$ cat src/rtl/core/scc_pkg.sv
// Shared types, constants and command tables for the serial camera capture sequencer.
// No dependencies; imported by every module of the block.
package scc_pkg;

   localparam int unsigned BYTE_W   = 8;
   localparam int unsigned THRESH_W = 4;
   localparam int unsigned COUNT_W  = 4;
   localparam int unsigned CSR_IDX_W = 2;
   localparam int unsigned POS_W    = 4;   // position within a burst, at most 16 items
   localparam int unsigned LEN_W    = 5;   // burst length up to 17 before the cap
   localparam logic [LEN_W-1:0] MAX_BURST = 5'd16;

   localparam logic [COUNT_W-1:0] COUNT_MAX = 4'd15;
   localparam logic [COUNT_W-1:0] CAPTURE_LIMIT = 4'd9;
   localparam logic [COUNT_W-1:0] LEN_HIGH_POS  = 4'd7;
   localparam logic [COUNT_W-1:0] LEN_LOW_POS   = 4'd8;

   // camera protocol bytes
   localparam logic [BYTE_W-1:0] BYTE_SYNC    = 8'h56;
   localparam logic [BYTE_W-1:0] BYTE_ZERO    = 8'h00;
   localparam logic [BYTE_W-1:0] BYTE_ONE     = 8'h01;
   localparam logic [BYTE_W-1:0] OPC_CTRL     = 8'h36;
   localparam logic [BYTE_W-1:0] OPC_SIZE     = 8'h34;
   localparam logic [BYTE_W-1:0] OPC_READ     = 8'h32;
   localparam logic [BYTE_W-1:0] ARG_IDLE     = 8'h03;
   localparam logic [BYTE_W-1:0] ARG_SHOT     = 8'h00;
   localparam logic [BYTE_W-1:0] BYTE_RD_LEN  = 8'h0C;
   localparam logic [BYTE_W-1:0] BYTE_DELAY   = 8'h0A;
   localparam logic [BYTE_W-1:0] MARK_START   = 8'hFF;
   localparam logic [BYTE_W-1:0] MARK_END     = 8'hD9;
   localparam logic [BYTE_W-1:0] MARK_TRAIL   = 8'h76;

   localparam logic [POS_W-1:0] IMG_LH_POS = 4'd12;
   localparam logic [POS_W-1:0] IMG_LL_POS = 4'd13;

   localparam logic [BYTE_W-1:0] IMAGE_CMD [16] = '{
      BYTE_SYNC, BYTE_ZERO, OPC_READ, BYTE_RD_LEN, BYTE_ZERO, BYTE_DELAY, BYTE_ZERO, BYTE_ZERO,
      BYTE_ZERO, BYTE_ZERO, BYTE_ZERO, BYTE_ZERO, BYTE_ZERO, BYTE_ZERO, BYTE_ZERO, BYTE_DELAY
   };

   typedef enum logic {
      OP_START = 1'b0,
      OP_RX    = 1'b1
   } op_type;

   typedef enum logic {
      DEST_CAMERA = 1'b0,
      DEST_HOST   = 1'b1
   } dest_type;

   typedef enum logic [CSR_IDX_W-1:0] {
      CSR_IDLE_TH = 2'd0,
      CSR_SHOT_TH = 2'd1,
      CSR_SIZE_TH = 2'd2
   } csr_idx_type;

   typedef enum logic [3:0] {
      PH_NONE = 4'b0001,
      PH_IDLE = 4'b0010,
      PH_SHOT = 4'b0100,
      PH_SIZE = 4'b1000
   } phase_type;

   typedef enum logic [2:0] {
      CMD_NONE  = 3'd0,
      CMD_IDLE  = 3'd1,
      CMD_SHOT  = 3'd2,
      CMD_SIZE  = 3'd3,
      CMD_IMAGE = 3'd4
   } cmd_type;

   // one burst of result items caused by a single input item
   typedef struct packed {
      logic              fwd;
      logic [BYTE_W-1:0] fwd_byte;
      cmd_type           cmd;
      logic [BYTE_W-1:0] len_high;
      logic [BYTE_W-1:0] len_low;
   } burst_type;

   function automatic logic [LEN_W-1:0] cmd_len(input cmd_type cmd);
      logic [LEN_W-1:0] len;
      case (cmd)
         CMD_IDLE, CMD_SHOT, CMD_SIZE: len = 5'd5;
         CMD_IMAGE:                    len = 5'd16;
         default:                      len = 5'd0;
      endcase
      return len;
   endfunction

   function automatic logic [BYTE_W-1:0] short_cmd_byte(input logic [POS_W-1:0] pos,
                                                         input logic [BYTE_W-1:0] opc,
                                                         input logic [BYTE_W-1:0] arg);
      logic [BYTE_W-1:0] b;
      case (pos)
         4'd0:    b = BYTE_SYNC;
         4'd1:    b = BYTE_ZERO;
         4'd2:    b = opc;
         4'd3:    b = BYTE_ONE;
         4'd4:    b = arg;
         default: b = BYTE_ZERO;
      endcase
      return b;
   endfunction

   function automatic logic [BYTE_W-1:0] cmd_byte(input cmd_type cmd,
                                                   input logic [POS_W-1:0] pos,
                                                   input logic [BYTE_W-1:0] len_high,
                                                   input logic [BYTE_W-1:0] len_low);
      logic [BYTE_W-1:0] b;
      case (cmd)
         CMD_IDLE: b = short_cmd_byte(pos, OPC_CTRL, ARG_IDLE);
         CMD_SHOT: b = short_cmd_byte(pos, OPC_CTRL, ARG_SHOT);
         CMD_SIZE: b = short_cmd_byte(pos, OPC_SIZE, BYTE_ZERO);
         CMD_IMAGE: begin
            if (pos == IMG_LH_POS)      b = len_high;
            else if (pos == IMG_LL_POS) b = len_low;
            else                        b = IMAGE_CMD[pos];
         end
         default: b = BYTE_ZERO;
      endcase
      return b;
   endfunction

endpackage

$ cat src/rtl/core/scc_if.sv
// Handshake channel interfaces of the serial camera capture sequencer.
// Depends on scc_pkg for field widths.
interface scc_req_if import scc_pkg::*; ();
   logic              valid;
   logic              ready;
   logic              op;
   logic [BYTE_W-1:0] rx_byte;
   modport source (output valid, output op, output rx_byte, input ready);
   modport sink (input valid, input op, input rx_byte, output ready);
endinterface

interface scc_rsp_if import scc_pkg::*; ();
   logic              valid;
   logic              ready;
   logic              destination;
   logic [BYTE_W-1:0] data_byte;
   logic              last;
   modport source (output valid, output destination, output data_byte, output last, input ready);
   modport sink (input valid, input destination, input data_byte, input last, output ready);
endinterface

interface scc_csr_if import scc_pkg::*; ();
   logic                 valid;
   logic                 ready;
   logic [CSR_IDX_W-1:0] index;
   logic [THRESH_W-1:0]  data;
   modport source (output valid, output index, output data, input ready);
   modport sink (input valid, input index, input data, output ready);
endinterface

$ cat src/rtl/core/scc_ctrl.sv
// Capture sequencer state: phases, reply counting, size capture and marker tracking.
// Builds one burst descriptor per item. Depends on scc_pkg and scc_if.
module scc_ctrl
   import scc_pkg::*;
(
   input  logic      clock,
   input  logic      reset,
   scc_req_if.sink   req_if,
   scc_csr_if.sink   csr_if,
   input  logic      burst_ready_i,
   output logic      burst_load_o,
   output burst_type burst_o
);

   phase_type           phase_ff, phase_in;
   logic [COUNT_W-1:0]  reply_count_ff, reply_count_in;
   logic                size_capture_ff, size_capture_in;
   logic [COUNT_W-1:0]  capture_index_ff, capture_index_in;
   logic [BYTE_W-1:0]   length_high_ff, length_high_in;
   logic [BYTE_W-1:0]   length_low_ff, length_low_in;
   logic                image_fetch_ff, image_fetch_in;
   logic                forwarding_ff, forwarding_in;
   logic                saw_end_ff, saw_end_in;
   logic [THRESH_W-1:0] idle_th_ff, shot_th_ff, size_th_ff;
   logic                accept;
   burst_type           burst;

   assign req_if.ready = burst_ready_i;
   assign accept       = req_if.valid && req_if.ready;
   assign csr_if.ready = 1'b1;

   always_ff @(posedge clock) begin
      if (reset) begin
         idle_th_ff <= 4'd3;
         shot_th_ff <= 4'd5;
         size_th_ff <= 4'd9;
      end else if (csr_if.valid) begin
         case (csr_idx_type'(csr_if.index))
            CSR_IDLE_TH: idle_th_ff <= csr_if.data;
            CSR_SHOT_TH: shot_th_ff <= csr_if.data;
            CSR_SIZE_TH: size_th_ff <= csr_if.data;
            default: ;
         endcase
      end
   end

   always_comb begin
      phase_in         = phase_ff;
      reply_count_in   = reply_count_ff;
      size_capture_in  = size_capture_ff;
      capture_index_in = capture_index_ff;
      length_high_in   = length_high_ff;
      length_low_in    = length_low_ff;
      image_fetch_in   = image_fetch_ff;
      forwarding_in    = forwarding_ff;
      saw_end_in       = saw_end_ff;
      burst.fwd        = 1'b0;
      burst.fwd_byte   = req_if.rx_byte;
      burst.cmd        = CMD_NONE;

      if (op_type'(req_if.op) == OP_START) begin
         length_high_in   = BYTE_ZERO;
         length_low_in    = BYTE_ZERO;
         phase_in         = PH_IDLE;
         reply_count_in   = '0;
         capture_index_in = '0;
         image_fetch_in   = 1'b0;
         forwarding_in    = 1'b0;
         burst.cmd        = CMD_IDLE;
      end else begin
         if (phase_ff != PH_NONE && reply_count_ff != COUNT_MAX)
            reply_count_in = reply_count_ff + 4'd1;

         if (size_capture_ff) begin
            if (capture_index_ff == LEN_HIGH_POS)     length_high_in = req_if.rx_byte;
            else if (capture_index_ff == LEN_LOW_POS) length_low_in  = req_if.rx_byte;
            if (capture_index_ff < CAPTURE_LIMIT)
               capture_index_in = capture_index_ff + 4'd1;
         end

         if (req_if.rx_byte == MARK_START) forwarding_in = 1'b1;
         if (req_if.rx_byte == MARK_END) begin
            saw_end_in = 1'b1;
         end else if (req_if.rx_byte == MARK_TRAIL && saw_end_ff) begin
            // end of image: drop forwarding and the stored length
            forwarding_in  = 1'b0;
            saw_end_in     = 1'b0;
            length_high_in = BYTE_ZERO;
            length_low_in  = BYTE_ZERO;
         end else begin
            saw_end_in = 1'b0;
         end

         burst.fwd = image_fetch_ff && forwarding_in;

         case (phase_ff)
            PH_IDLE: begin
               if (reply_count_in >= idle_th_ff) begin
                  phase_in         = PH_SHOT;
                  reply_count_in   = '0;
                  capture_index_in = '0;
                  burst.cmd        = CMD_SHOT;
               end
            end
            PH_SHOT: begin
               if (reply_count_in >= shot_th_ff) begin
                  phase_in        = PH_SIZE;
                  reply_count_in  = '0;
                  size_capture_in = 1'b1;
                  burst.cmd       = CMD_SIZE;
               end
            end
            PH_SIZE: begin
               if (reply_count_in >= size_th_ff) begin
                  phase_in         = PH_NONE;
                  reply_count_in   = '0;
                  size_capture_in  = 1'b0;
                  image_fetch_in   = 1'b1;
                  forwarding_in    = 1'b0;
                  capture_index_in = '0;
                  burst.cmd        = CMD_IMAGE;
               end
            end
            default: ;
         endcase
      end
      // length bytes as they stand after this item
      burst.len_high = length_high_in;
      burst.len_low  = length_low_in;
   end

   always_ff @(posedge clock) begin
      if (reset) begin
         phase_ff         <= PH_NONE;
         reply_count_ff   <= '0;
         size_capture_ff  <= 1'b0;
         capture_index_ff <= '0;
         length_high_ff   <= '0;
         length_low_ff    <= '0;
         image_fetch_ff   <= 1'b0;
         forwarding_ff    <= 1'b0;
         saw_end_ff       <= 1'b0;
      end else if (accept) begin
         phase_ff         <= phase_in;
         reply_count_ff   <= reply_count_in;
         size_capture_ff  <= size_capture_in;
         capture_index_ff <= capture_index_in;
         length_high_ff   <= length_high_in;
         length_low_ff    <= length_low_in;
         image_fetch_ff   <= image_fetch_in;
         forwarding_ff    <= forwarding_in;
         saw_end_ff       <= saw_end_in;
      end
   end

   assign burst_load_o = accept && (burst.fwd || burst.cmd != CMD_NONE);
   assign burst_o      = burst;

   a_start_enters_idle: assert property (@(posedge clock) disable iff (reset)
      accept && op_type'(req_if.op) == OP_START |=> phase_ff == PH_IDLE && !image_fetch_ff)
      else $error("start item did not enter idle phase");

   a_capture_index_sat: assert property (@(posedge clock) disable iff (reset)
      capture_index_ff <= CAPTURE_LIMIT)
      else $error("capture index beyond saturation");

   a_image_request_arms: assert property (@(posedge clock) disable iff (reset)
      accept && burst.cmd == CMD_IMAGE |=> image_fetch_ff && phase_ff == PH_NONE
                                          && !size_capture_ff)
      else $error("image request did not arm fetch");

endmodule

$ cat src/rtl/core/scc_emit.sv
// Burst emitter: holds one burst descriptor and streams its items on the result channel.
// Depends on scc_pkg and scc_if.
module scc_emit
   import scc_pkg::*;
(
   input  logic      clock,
   input  logic      reset,
   input  logic      burst_load_i,
   input  burst_type burst_i,
   output logic      burst_ready_o,
   scc_rsp_if.source rsp_if
);

   logic              busy_ff;
   burst_type         desc_ff;
   logic [POS_W-1:0]  pos_ff, pos_in;
   logic [LEN_W-1:0]  total, total_capped, total_m1;
   logic [POS_W-1:0]  cmd_pos;
   logic              fire, last_fire;

   assign total        = LEN_W'(desc_ff.fwd) + cmd_len(desc_ff.cmd);
   assign total_capped = (total > MAX_BURST) ? MAX_BURST : total;
   assign total_m1     = total_capped - 5'd1;
   assign cmd_pos      = pos_ff - POS_W'(desc_ff.fwd);

   assign rsp_if.valid = busy_ff;
   assign rsp_if.last  = (pos_ff == total_m1[POS_W-1:0]);
   always_comb begin
      if (desc_ff.fwd && pos_ff == '0) begin
         rsp_if.destination = DEST_HOST;
         rsp_if.data_byte   = desc_ff.fwd_byte;
      end else begin
         rsp_if.destination = DEST_CAMERA;
         rsp_if.data_byte   = cmd_byte(desc_ff.cmd, cmd_pos, desc_ff.len_high,
                                       desc_ff.len_low);
      end
   end

   assign fire          = rsp_if.valid && rsp_if.ready;
   assign last_fire     = fire && rsp_if.last;
   // a new burst may enter in the cycle the final item of the current one leaves
   assign burst_ready_o = !busy_ff || last_fire;
   assign pos_in        = burst_load_i ? '0 : (fire ? pos_ff + 4'd1 : pos_ff);

   always_ff @(posedge clock) begin
      if (reset) begin
         busy_ff <= 1'b0;
         pos_ff  <= '0;
      end else begin
         if (burst_load_i)   busy_ff <= 1'b1;
         else if (last_fire) busy_ff <= 1'b0;
         pos_ff <= pos_in;
      end
   end

   always_ff @(posedge clock) begin
      if (burst_load_i) desc_ff <= burst_i;
   end

   a_no_overwrite: assert property (@(posedge clock) disable iff (reset)
      burst_load_i |-> burst_ready_o)
      else $error("burst loaded over one still in flight");

   a_burst_continues: assert property (@(posedge clock) disable iff (reset)
      fire && !rsp_if.last |=> busy_ff && pos_ff == $past(pos_ff) + 4'd1)
      else $error("burst broken before its last item");

   a_pos_in_range: assert property (@(posedge clock) disable iff (reset)
      busy_ff |-> pos_ff <= total_m1[POS_W-1:0])
      else $error("burst position beyond its length");

endmodule

$ cat src/rtl/core/serial_camera_capture_sequencer.sv
// Serial camera capture sequencer, top level. Uses scc_pkg, scc_if, scc_ctrl, scc_emit.
// Latency: first result item is offered the cycle after its input item is accepted.
// Throughput: one input item per cycle while no burst is pending. Any input item waits
// while a burst of N result items (N up to 16) drains and enters as its last item leaves;
// result-side stalls lengthen the wait.
// Reset (synchronous, active high) returns the thresholds to 3/5/9 and clears all state but the held burst descriptor.
module serial_camera_capture_sequencer
   import scc_pkg::*;
(
   input logic       clock,
   input logic       reset,
   scc_req_if.sink   req_if,
   scc_rsp_if.source rsp_if,
   scc_csr_if.sink   csr_if
);

   logic      burst_ready;
   logic      burst_load;
   burst_type burst;

   scc_ctrl u_ctrl (
      .clock         (clock),
      .reset         (reset),
      .req_if        (req_if),
      .csr_if        (csr_if),
      .burst_ready_i (burst_ready),
      .burst_load_o  (burst_load),
      .burst_o       (burst)
   );

   scc_emit u_emit (
      .clock         (clock),
      .reset         (reset),
      .burst_load_i  (burst_load),
      .burst_i       (burst),
      .burst_ready_o (burst_ready),
      .rsp_if        (rsp_if)
   );

endmodule
$ cat src/flat_wrapper.sv
// flat-port wrapper written by rule: the top's interface ports become plain ports
module serial_camera_capture_sequencer_flat import scc_pkg::*;
  (clock, reset, req_if_valid, req_if_op, req_if_rx_byte, req_if_ready, rsp_if_valid, rsp_if_destination, rsp_if_data_byte, rsp_if_last, rsp_if_ready, csr_if_valid, csr_if_index, csr_if_data, csr_if_ready);
  scc_req_if req_if_i ();
  scc_rsp_if rsp_if_i ();
  scc_csr_if csr_if_i ();
  input logic clock;
  input logic reset;
  input wire logic [$bits(req_if_i.valid)-1:0] req_if_valid;
  input wire logic [$bits(req_if_i.op)-1:0] req_if_op;
  input wire logic [$bits(req_if_i.rx_byte)-1:0] req_if_rx_byte;
  output wire logic [$bits(req_if_i.ready)-1:0] req_if_ready;
  output wire logic [$bits(rsp_if_i.valid)-1:0] rsp_if_valid;
  output wire logic [$bits(rsp_if_i.destination)-1:0] rsp_if_destination;
  output wire logic [$bits(rsp_if_i.data_byte)-1:0] rsp_if_data_byte;
  output wire logic [$bits(rsp_if_i.last)-1:0] rsp_if_last;
  input wire logic [$bits(rsp_if_i.ready)-1:0] rsp_if_ready;
  input wire logic [$bits(csr_if_i.valid)-1:0] csr_if_valid;
  input wire logic [$bits(csr_if_i.index)-1:0] csr_if_index;
  input wire logic [$bits(csr_if_i.data)-1:0] csr_if_data;
  output wire logic [$bits(csr_if_i.ready)-1:0] csr_if_ready;
  assign req_if_i.valid = req_if_valid;
  assign req_if_i.op = req_if_op;
  assign req_if_i.rx_byte = req_if_rx_byte;
  assign req_if_ready = req_if_i.ready;
  assign rsp_if_valid = rsp_if_i.valid;
  assign rsp_if_destination = rsp_if_i.destination;
  assign rsp_if_data_byte = rsp_if_i.data_byte;
  assign rsp_if_last = rsp_if_i.last;
  assign rsp_if_i.ready = rsp_if_ready;
  assign csr_if_i.valid = csr_if_valid;
  assign csr_if_i.index = csr_if_index;
  assign csr_if_i.data = csr_if_data;
  assign csr_if_ready = csr_if_i.ready;
  serial_camera_capture_sequencer u_core (.clock(clock), .reset(reset), .req_if(req_if_i), .rsp_if(rsp_if_i), .csr_if(csr_if_i));
endmodule
$ cat config.mk
export PLATFORM = sky130hd
export DESIGN_NAME = serial_camera_capture_sequencer_flat
export DESIGN_NICKNAME = d
export VERILOG_FILES = /design/src/rtl/core/scc_pkg.sv /design/src/rtl/core/scc_if.sv /design/src/rtl/core/scc_ctrl.sv /design/src/rtl/core/scc_emit.sv /design/src/rtl/core/serial_camera_capture_sequencer.sv /design/src/flat_wrapper.sv
export SDC_FILE = /design/constraint.sdc
export NUM_CORES = 1
export LEC_CHECK = 0
export BUFFER_PORTS_ARGS = -buffer_cell sky130_fd_sc_hd__buf_4
export CORE_UTILIZATION = 54
export DETAILED_ROUTE_END_ITERATION = 6
export GPL_ROUTABILITY_DRIVEN = 0
export PLACE_DENSITY = 0.83
export SYNTH_ARGS = -nofsm -noshare
export SYNTH_HDL_FRONTEND = slang
export SYNTH_SLANG_ARGS = --single-unit
$ cat constraint.sdc
create_clock -name clock -period 4.5 [get_ports clock]
set_clock_uncertainty 0.2 [all_clocks]
set_input_delay 0.225 -clock clock [delete_from_list [all_inputs] [get_ports clock]]
set_output_delay 0.225 -clock clock [all_outputs]
set_load 0.01 [all_outputs]
==> results of run 1 <==
==> cell families (layout without fill, tap and decap cells) <==
group / after synthesis / after routing
xor gates and xnor gates: 13 / 13
other: 1 / 1
buffers and inverters: 50 / 94
adders and majority gates: 26 / 26
and+or+nand+nor: 192 / 192
DFF: 77 / 77
muxes: 10 / 10
AOI/OAI and AO/OA: 126 / 126
==> cells in the final DEF, fill, tap and decap left out, drive strengths merged, types with 3 or more instances in the layout <==
cell type,netlist,layout
a2111oi,3,3
a21o,3,3
a21oi,52,52
a22oi,5,5
a31oi,3,3
and3,3,3
and4,3,3
buf,10,37
clkbuf,13,9
clkinv,0,5
dfxtp,49,49
dlygate4sd3,0,14
edfxtp,28,28
ha,26,26
inv,27,27
mux2i,9,9
nand2,98,98
nand2b,5,5
nand3,15,15
nand4,4,4
nor2,30,30
nor2b,3,3
nor3,10,10
nor3b,5,5
nor4,4,4
nor4b,6,6
o211ai,7,7
o21a,4,4
o21ai,25,25
or4b,3,3
xnor2,8,8
xor2,5,5
==> sequential cells by signal, indices dropped and copies added (netlist names) <==
signal	cells
u_core.u_ctrl.phase_ff	4
u_core.u_ctrl.saw_end_ff	1
u_core.u_ctrl.forwarding_ff	1
u_core.u_ctrl.reply_count_ff	4
u_core.u_ctrl.length_high_ff	8
u_core.u_emit.pos_ff	4
u_core.u_emit.rsp_if.valid	1
u_core.u_ctrl.length_low_ff	8
u_core.u_ctrl.shot_th_ff	4
u_core.u_emit.desc_ff	28
u_core.u_ctrl.image_fetch_ff	1
u_core.u_ctrl.capture_index_ff	4
u_core.u_ctrl.idle_th_ff	4
u_core.u_ctrl.size_capture_ff	1
u_core.u_ctrl.size_th_ff	4
==> worst max-delay path by stage <==
| stage | depth (start not counted) | from | endpoint | slack [ns] |
|---|---|---|---|---|
| floorplan | 11 | u_core.u_emit.desc_ff[18] | u_core.u_emit.desc_ff[0] | 0.12 |
| global placement | 12 | u_core.u_emit.desc_ff[17] | u_core.u_ctrl.length_low_ff[7] | 0.80 |
| detailed placement | 12 | u_core.u_emit.desc_ff[17] | u_core.u_ctrl.length_high_ff[3] | 0.58 |
| CTS | 12 | u_core.u_emit.desc_ff[17] | u_core.u_ctrl.length_low_ff[4] | 0.55 |
| global route | 12 | u_core.u_emit.desc_ff[17] | u_core.u_ctrl.length_low_ff[7] | 0.17 |
| finish | 12 | u_core.u_emit.desc_ff[17] | u_core.u_ctrl.length_low_ff[6] | 0.48 |
==> final cells by class <==
type	instances	area share [%]
Clock inverter	7	1.546
Clock buffer	9	2.510
Timing Repair Buffer	51	8.466
Sequential cell	77	36.91
Tap cell	102	2.586
Multi-Input combinational cell	368	45.93
Inverter	27	2.053
==> metal layers <==
metal	share of wire (%)	track usage [%]
met5	0	0
met4	1.8	9.127
met3	6.1	5.779
met2	48	43.94
met1	44	33.26
==> power by group through the flow <==
stage	Sequential [uW]	Combinational (uW)	Clock (uW)
floorplan	763	143	0
global placement	765	203	0
detailed placement	766	212	0
CTS	750	222	530
global route	753	247	562
finish	751	225	523
==> repair_timing <==
action	CTS	global route
hold endpoints to repair	22	0
gates resized for setup	0	0
hold buffers	14	0
==> worst reg2reg max path, stage by stage, from the launching register on <==
cell	delay [ns]
edfxtp_1	0.52
o21bai_1	0.39
ha_1	0.24
a21boi_0	0.33
inv_1	0.09
ha_1	0.22
xnor2_1	0.19
xnor2_1	0.14
nand2_1	0.16
o41ai_4	0.89
buf_4	0.35
nand2_1	0.07
a21oi_1	0.17
==> stage by stage <==
stage / hold slack [ns] / area [sq um]
floorplan: 0.1239 / 4277
global placement: 0.2381 / 4596
detailed placement: 0.2450 / 4596
CTS: 0.06434 / 4936
global route: 0.08014 / 4936
finish: 0.07883 / 4936
==> summary.md, run 1 <==
| Metric | Value |
|---|---|
| Total power | 1499 uW |
| Multi-input logic area | 2267 sq um |
| Register area | roughly 1800 sq um |
| Worst hold start | reset |
| Most frequent cell after synthesis | nand2_1 |
| Yosys warnings | 0 |
| Crit path buf inv count | 2 |
| Root Buffer | clkbuf_8 |
| Logic pwr share | ~15% |
| CP Cell Sequence | o21bai_1 -> ha_1 -> a21boi_0 -> inv_1 -> ha_1 -> xnor2_1 -> xnor2_1 -> nand2_1 -> o41ai_4 -> buf_4 -> nand2_1 -> a21oi_1 |
| Core Footprint | 7687 sq um |
| Max Fanout on Critical Path | 18 |
| Power share of the clock group | 34.9% |
| Number of max-cap violations | 0 |
| Drt total wl | ~10000 um |
| Share of post-route cells with drive strength above 1 | 11.69% |
| Status | finished, final reports clean |
| Post-synthesis compound-gate area fraction | 18.84% |
| CP peak stage delay | 0.89 ns |
| DP Wirelength | 6966 um |
| Main combinational cell family by area after synthesis | simple AND/OR/NAND/NOR gates |
| Worst reg2reg startpoint | u_core.u_emit.desc_ff[17] |
| Placed cell count | just over 600 |
| Via count | roughly 3800 |
| Worst r2r path cells | 12 |
| Critical path arrival | between 4 and 5 ns |
| Register bit total from synthesis | slightly below 80 |
| Ys flop type | dfxtp_1 |
| Cell internal pwr | 1089 uW |
| Startpoint Class | register |
| Peak Freq | 0.2490 GHz |
| Synth async-reset ratio | 0% |
| RSZ-0062 raised after global routing | false |
| First-pass GRT wire length | around 17000 um |
| Number of core rows | 32 |
| Port Buf Inserts | 31 |
| Initial DRC Count | ~310 |
| Switching Share | 27.37% |
| Period Utilization, post-route | about nine tenths |
| Area growth syn-to-layout | 15.42% |
| Critical path class | register to register |
| Syn Inst Count | a little under 500 |
| Drt drc | 0 |
| Final Hold Fails | 0 |
| Syn nets | 541 |
| Die footprint | 8279 sq um |
| CTS sink count | 77 |
| Req. time, crit path | roughly 4.6 ns |
| Ranking of synthesized cells by area | dfxtp_1 (23%), edfxtp_1 (20%), nand2_1 (8.6%) |
| Clk buf depth | 2 |
| CP top delay family | compound AO/OA/AOI/OAI gates |
| Adder-cell share of the synthesized area | 7.607% |
| PnR worst setup slack | 0.4841 ns |
| Vias in the first global route | around 3700 |
| Non-filler instance count after layout | between 600 and 700 |
| FILL cells | about 670 |
| Register-to-register setup slack | 0.48 ns |
| Num ports | 33 |
| Post-placement worst setup slack | 0.5800 ns |
| Mean Syn Cell Area | around 8.6 sq um |
| VDD IR max | 226.6 uV |
| Final slew viol count | 0 |
| Leak | 0.001853 uW |
| Minimum clock period after layout | 4.016 ns |
| Synth Area in XOR/XNOR | roughly 2.7% |
| GRT Residual Overflow | 0 |
| CTS tree | done |
| Register area share after synthesis | 42.60% |
| Setup TNS | 0 ns |
| Mapped Area | 4277 sq um |
| Slew @ Worst Pin | just under 1 ns |
| Pwr dens | 303.6 nW/um^2 |
| Register share of total power | about 50% |
| Switch Pwr | 410.1 uW |
| Wirelength per Cell | 15.71 um |
| Hold EP | u_core.u_ctrl.size_th_ff[1] |
| Post-synth EDFFs | 28 |
| Unique masters post-synth | 61 |
| Core Util, Final | 64.21% |
| Initial Util | 55.63% |
| WHS Path Cells | 2 |
| Vias per cell | between 5 and 6 |
| Final #Nets | 580 |
| Largest net degree at the start of global routing | 39 |
| Worst r2r dst | u_core.u_ctrl.length_low_ff[6] |
| Num CTS Buffers | 9 |
| Reg clk slew, reported paths | 0.08 ns |
| Synth area leader | dfxtp_1 |
| Synth Area in Simple Gates | 21.12% |
| Htree depth | 3 |
| Post-synth top cells | nand2_1 (98), a21oi_1 (52), dfxtp_1 (49) |
| DRT antenna net count | 0 |
| Die width | 90.99 um |
| Crit path capture type | register |
| Die height | 90.99 um |
| Ant. Diodes | 0 |
| Post-synth top area share | 22.94% |
| Antenna violations before repair | 0 |
| CP max-delay cell | o41ai_4 |
| Worst-skew pair later-pin latency | 0.36 ns |
| Postcts setup bufs | 0 |
| Slew HR | 34.28% |
| GR Util All Layers | between 20% and 30% |
| DRT Pass-1 Iters | 5 |
| HP Class | input port to register |
| # setup viols final | 0 |
| Mux contribution to synthesized area | 2.370% |
(Power assumes the default switching activity.)
==> run 2, diff against run 1 <==
Settings changed: CORE_MARGIN set to 2, CORE_UTILIZATION 54 to 65, PLACE_DENSITY 0.83 to 0.92, RECOVER_POWER set to 100.
Clock period 4.5 ns to 4.71 ns, I/O delays scaled along.
==> summary.md, run 2 (synthesized netlist as in run 1, its figures left out) <==
| Metric | Value |
|---|---|
| CP Cell Sequence | nor4b_1 -> a31o_2 -> xor2_1 -> ha_1 -> nand2b_1 -> a2111oi_0 -> nor3_1 -> nor3_1 -> a21oi_1 -> o32ai_1 (was o21bai_1 -> ha_1 -> a21boi_0 -> inv_1 -> ha_1 -> xnor2_1 -> xnor2_1 -> nand2_1 -> o41ai_4 -> buf_4 -> nand2_1 -> a21oi_1) |
| Slew @ Worst Pin | 1.182 ns (was 0.9825 ns) |
| Clk buf depth | 2 (unchanged) |
| CP peak stage delay | 0.78 ns (was 0.89 ns) |
| Crit path capture type | register (unchanged) |
| DR top layer | met4 (unchanged) |
| Slew HR | 20.59% (was 34.28%) |
| Drt drc | 0 (unchanged) |
| Die width | 85.12 um (was 90.99 um) |
| Drt total wl | 10260 um (was 10070 um) |
| First-pass GRT wire length | 16960 um (was 17320 um) |
| Largest register FFs | 28 (unchanged) |
| CP top delay family | compound AO/OA/AOI/OAI gates (unchanged) |
| # hold bufs at CTS | 14 (unchanged) |
| DP Wirelength | 6984 um (was 6966 um) |
| Detail Route met2 WL | 4843 um (was 4864 um) |
| Htree depth | 3 (unchanged) |
| Ant. Diodes | 0 (unchanged) |
| Non-filler instance count after layout | 613 (was 641) |
| Fin area | 4772 sq um (was 4936 sq um) |
| CTS tree | done (unchanged) |
| Req. time, crit path | 4.77 ns (was 4.58 ns) |
| Most used cell, CP | nor3_1 |
| Initial Util | 67.35% (was 55.63%) |
| CTS sink count | 77 (unchanged) |
| Cts repair resizes | 0 (unchanged) |
| Final #Nets | 577 (was 580) |
| Vias in the first global route | 3576 (was 3661) |
| DRT Pass-1 Iters | 7 (was 5) |
| DRT antenna net count | 0 (unchanged) |
| WL met3 | 1049 um (was 611 um) |
| Crit path buf inv count | 0 (was 2) |
| GRT Residual Overflow | 0 (unchanged) |
| Num ports | 33 (unchanged) |
| Setup TNS | 0 ns (unchanged) |
| Postcts setup bufs | 0 (unchanged) |
| Status | finished, final reports clean (unchanged) |
| FILL cells | 417 (was 671) |
| Final slew viol count | 0 (unchanged) |
| Share of post-route cells with drive strength above 1 | 6.343% (was 11.69%) |
| Placed cell count | 583 (was 611) |
| Core Util, Final | 75.15% (was 64.21%) |
| Startpoint Class | register (unchanged) |
| Via count | 3929 (was 3791) |
| Area after DPL | 4542 sq um (was 4596 sq um) |
| Vias per cell | 6.409 (was 5.914) |
| Period Utilization, post-route | 88.61% (was 89.24%) |
| Root Buffer | clkbuf_8 (unchanged) |
| Number of core rows | 29 (was 32) |
| HP Class | input port to register (unchanged) |
| Commonest non-fill, non-tap cells in the layout | nand2_1 (98), a21oi_1 (52), dfxtp_1 (49) (unchanged) |
| Critical path class | register to register (unchanged) |
| Largest net degree at the start of global routing | 39 (unchanged) |
| Max Fanout on Critical Path | 7 (was 18) |
| # setup viols final | 0 (unchanged) |
| GR Util All Layers | 29.16% (was 26.18%) |
| Die height | 85.12 um (was 90.99 um) |
| Multi-input logic area | 2261 sq um (was 2267 sq um) |
| Initial DRC Count | 462 (was 314) |
| Min Hold Slack | 0.09951 ns (was 0.07883 ns) |
| VDD IR max | 172.7 uV (was 226.6 uV) |
| Regs by FF count | u_core.u_emit.desc_ff (28), u_core.u_ctrl.length_high_ff (8), u_core.u_ctrl.length_low_ff (8) (unchanged) |
| Port Buf Inserts | 31 (unchanged) |
| CP max-delay cell | a2111oi_0 (was o41ai_4) |
| Area growth syn-to-layout | 11.59% (was 15.42%) |
| Num CTS Buffers | 9 (unchanged) |
| Reg clk slew, reported paths | 0.08 ns (about the same) |
| Die footprint | 7245 sq um (was 8279 sq um) |
| Wirelength per Cell | 16.74 um (was 15.71 um) |
| RSZ-0062 raised after global routing | false (unchanged) |
| Minimum clock period after layout | 4.174 ns (was 4.016 ns) |
| Core Footprint | 6350 sq um (was 7687 sq um) |
| Register area | 1822 sq um (unchanged) |
| Commonest non-fill, non-tap cell in the layout | nand2_1 (unchanged) |
| Worst-skew pair later-pin latency | 0.35 ns (was 0.36 ns) |
| M1 WL | 4106 um (was 4409 um) |
| Number of max-cap violations | 0 (unchanged) |
| Largest Register | u_core.u_emit.desc_ff (unchanged) |
| Leak | 0.001732 uW (was 0.001853 uW) |
| Antenna violations before repair | 0 (unchanged) |
| Peak Freq | 0.2396 GHz (was 0.2490 GHz) |
| Final Hold Fails | 0 (unchanged) |
| Pwr dens | 294.2 nW/um^2 (was 303.6 nW/um^2) |
| Critical path arrival | 4.23 ns (was 4.10 ns) |
## run 2: cell types whose count changed in the layout (fill, tap and decap cells not counted), moves of 2 or more
cell | before | now
clkbuf_1 | 0 | 25
clkinv_4 | 4 | 0
o21ai_1 | 2 | 0
clkinvlp_4 | 1 | 3
o21ai_0 | 23 | 25
buf_4 | 37 | 9
## run 2: cell type report
class / count / area share, %
well taps: 77 / 2.019
flip-flops and latches: 77 / 38.18
repair buffers: 48 / 6.319
inverters: 27 / 2.124
multi-input cells: 368 / 47.38
clock buffers: 9 / 2.596
clock inverters: 7 / 1.390
## run 2: power by group
| part | switching, uW | internal, uW | total (uW) |
|---|---|---|---|
| clock network | 244 | 240 | 484 |
| registers | 11.8 | 706 | 718 |
| logic | 126 | 76.4 | 202 |
## run 2: path summary, 6_finish.rpt
kind                                                      start                                end  slack [ns]  cells past startpoint
worst max-delay path                  u_core.u_ctrl.phase_ff[0]  u_core.u_ctrl.capture_index_ff[1]        0.54                     10
worst min-delay path                                      reset        u_core.u_ctrl.shot_th_ff[3]         0.1                      2
worst max register to register        u_core.u_ctrl.phase_ff[0]  u_core.u_ctrl.capture_index_ff[1]        0.54                     10
worst min register to register  u_core.u_ctrl.length_high_ff[7]    u_core.u_ctrl.length_high_ff[7]        0.26                      2
## run 2: through the flow
step | worst slack (ns) | power [uW]
2_1_floorplan | 0.3278 | 865.9
3_3_place_gp | 0.9722 | 922.7
3_5_place_dp | 0.7542 | 929.1
4_1_cts | 0.6980 | 1405
5_1_grt | 0.1828 | 1447
6_report | 0.5365 | 1404
## run 2: routing by layer
layer	vias up	GRT usage (%)
li1	1834	-
met1	1806	38.57
met2	251	47.73
met3	38	6.128
met4	0	10.10
met5	-	0
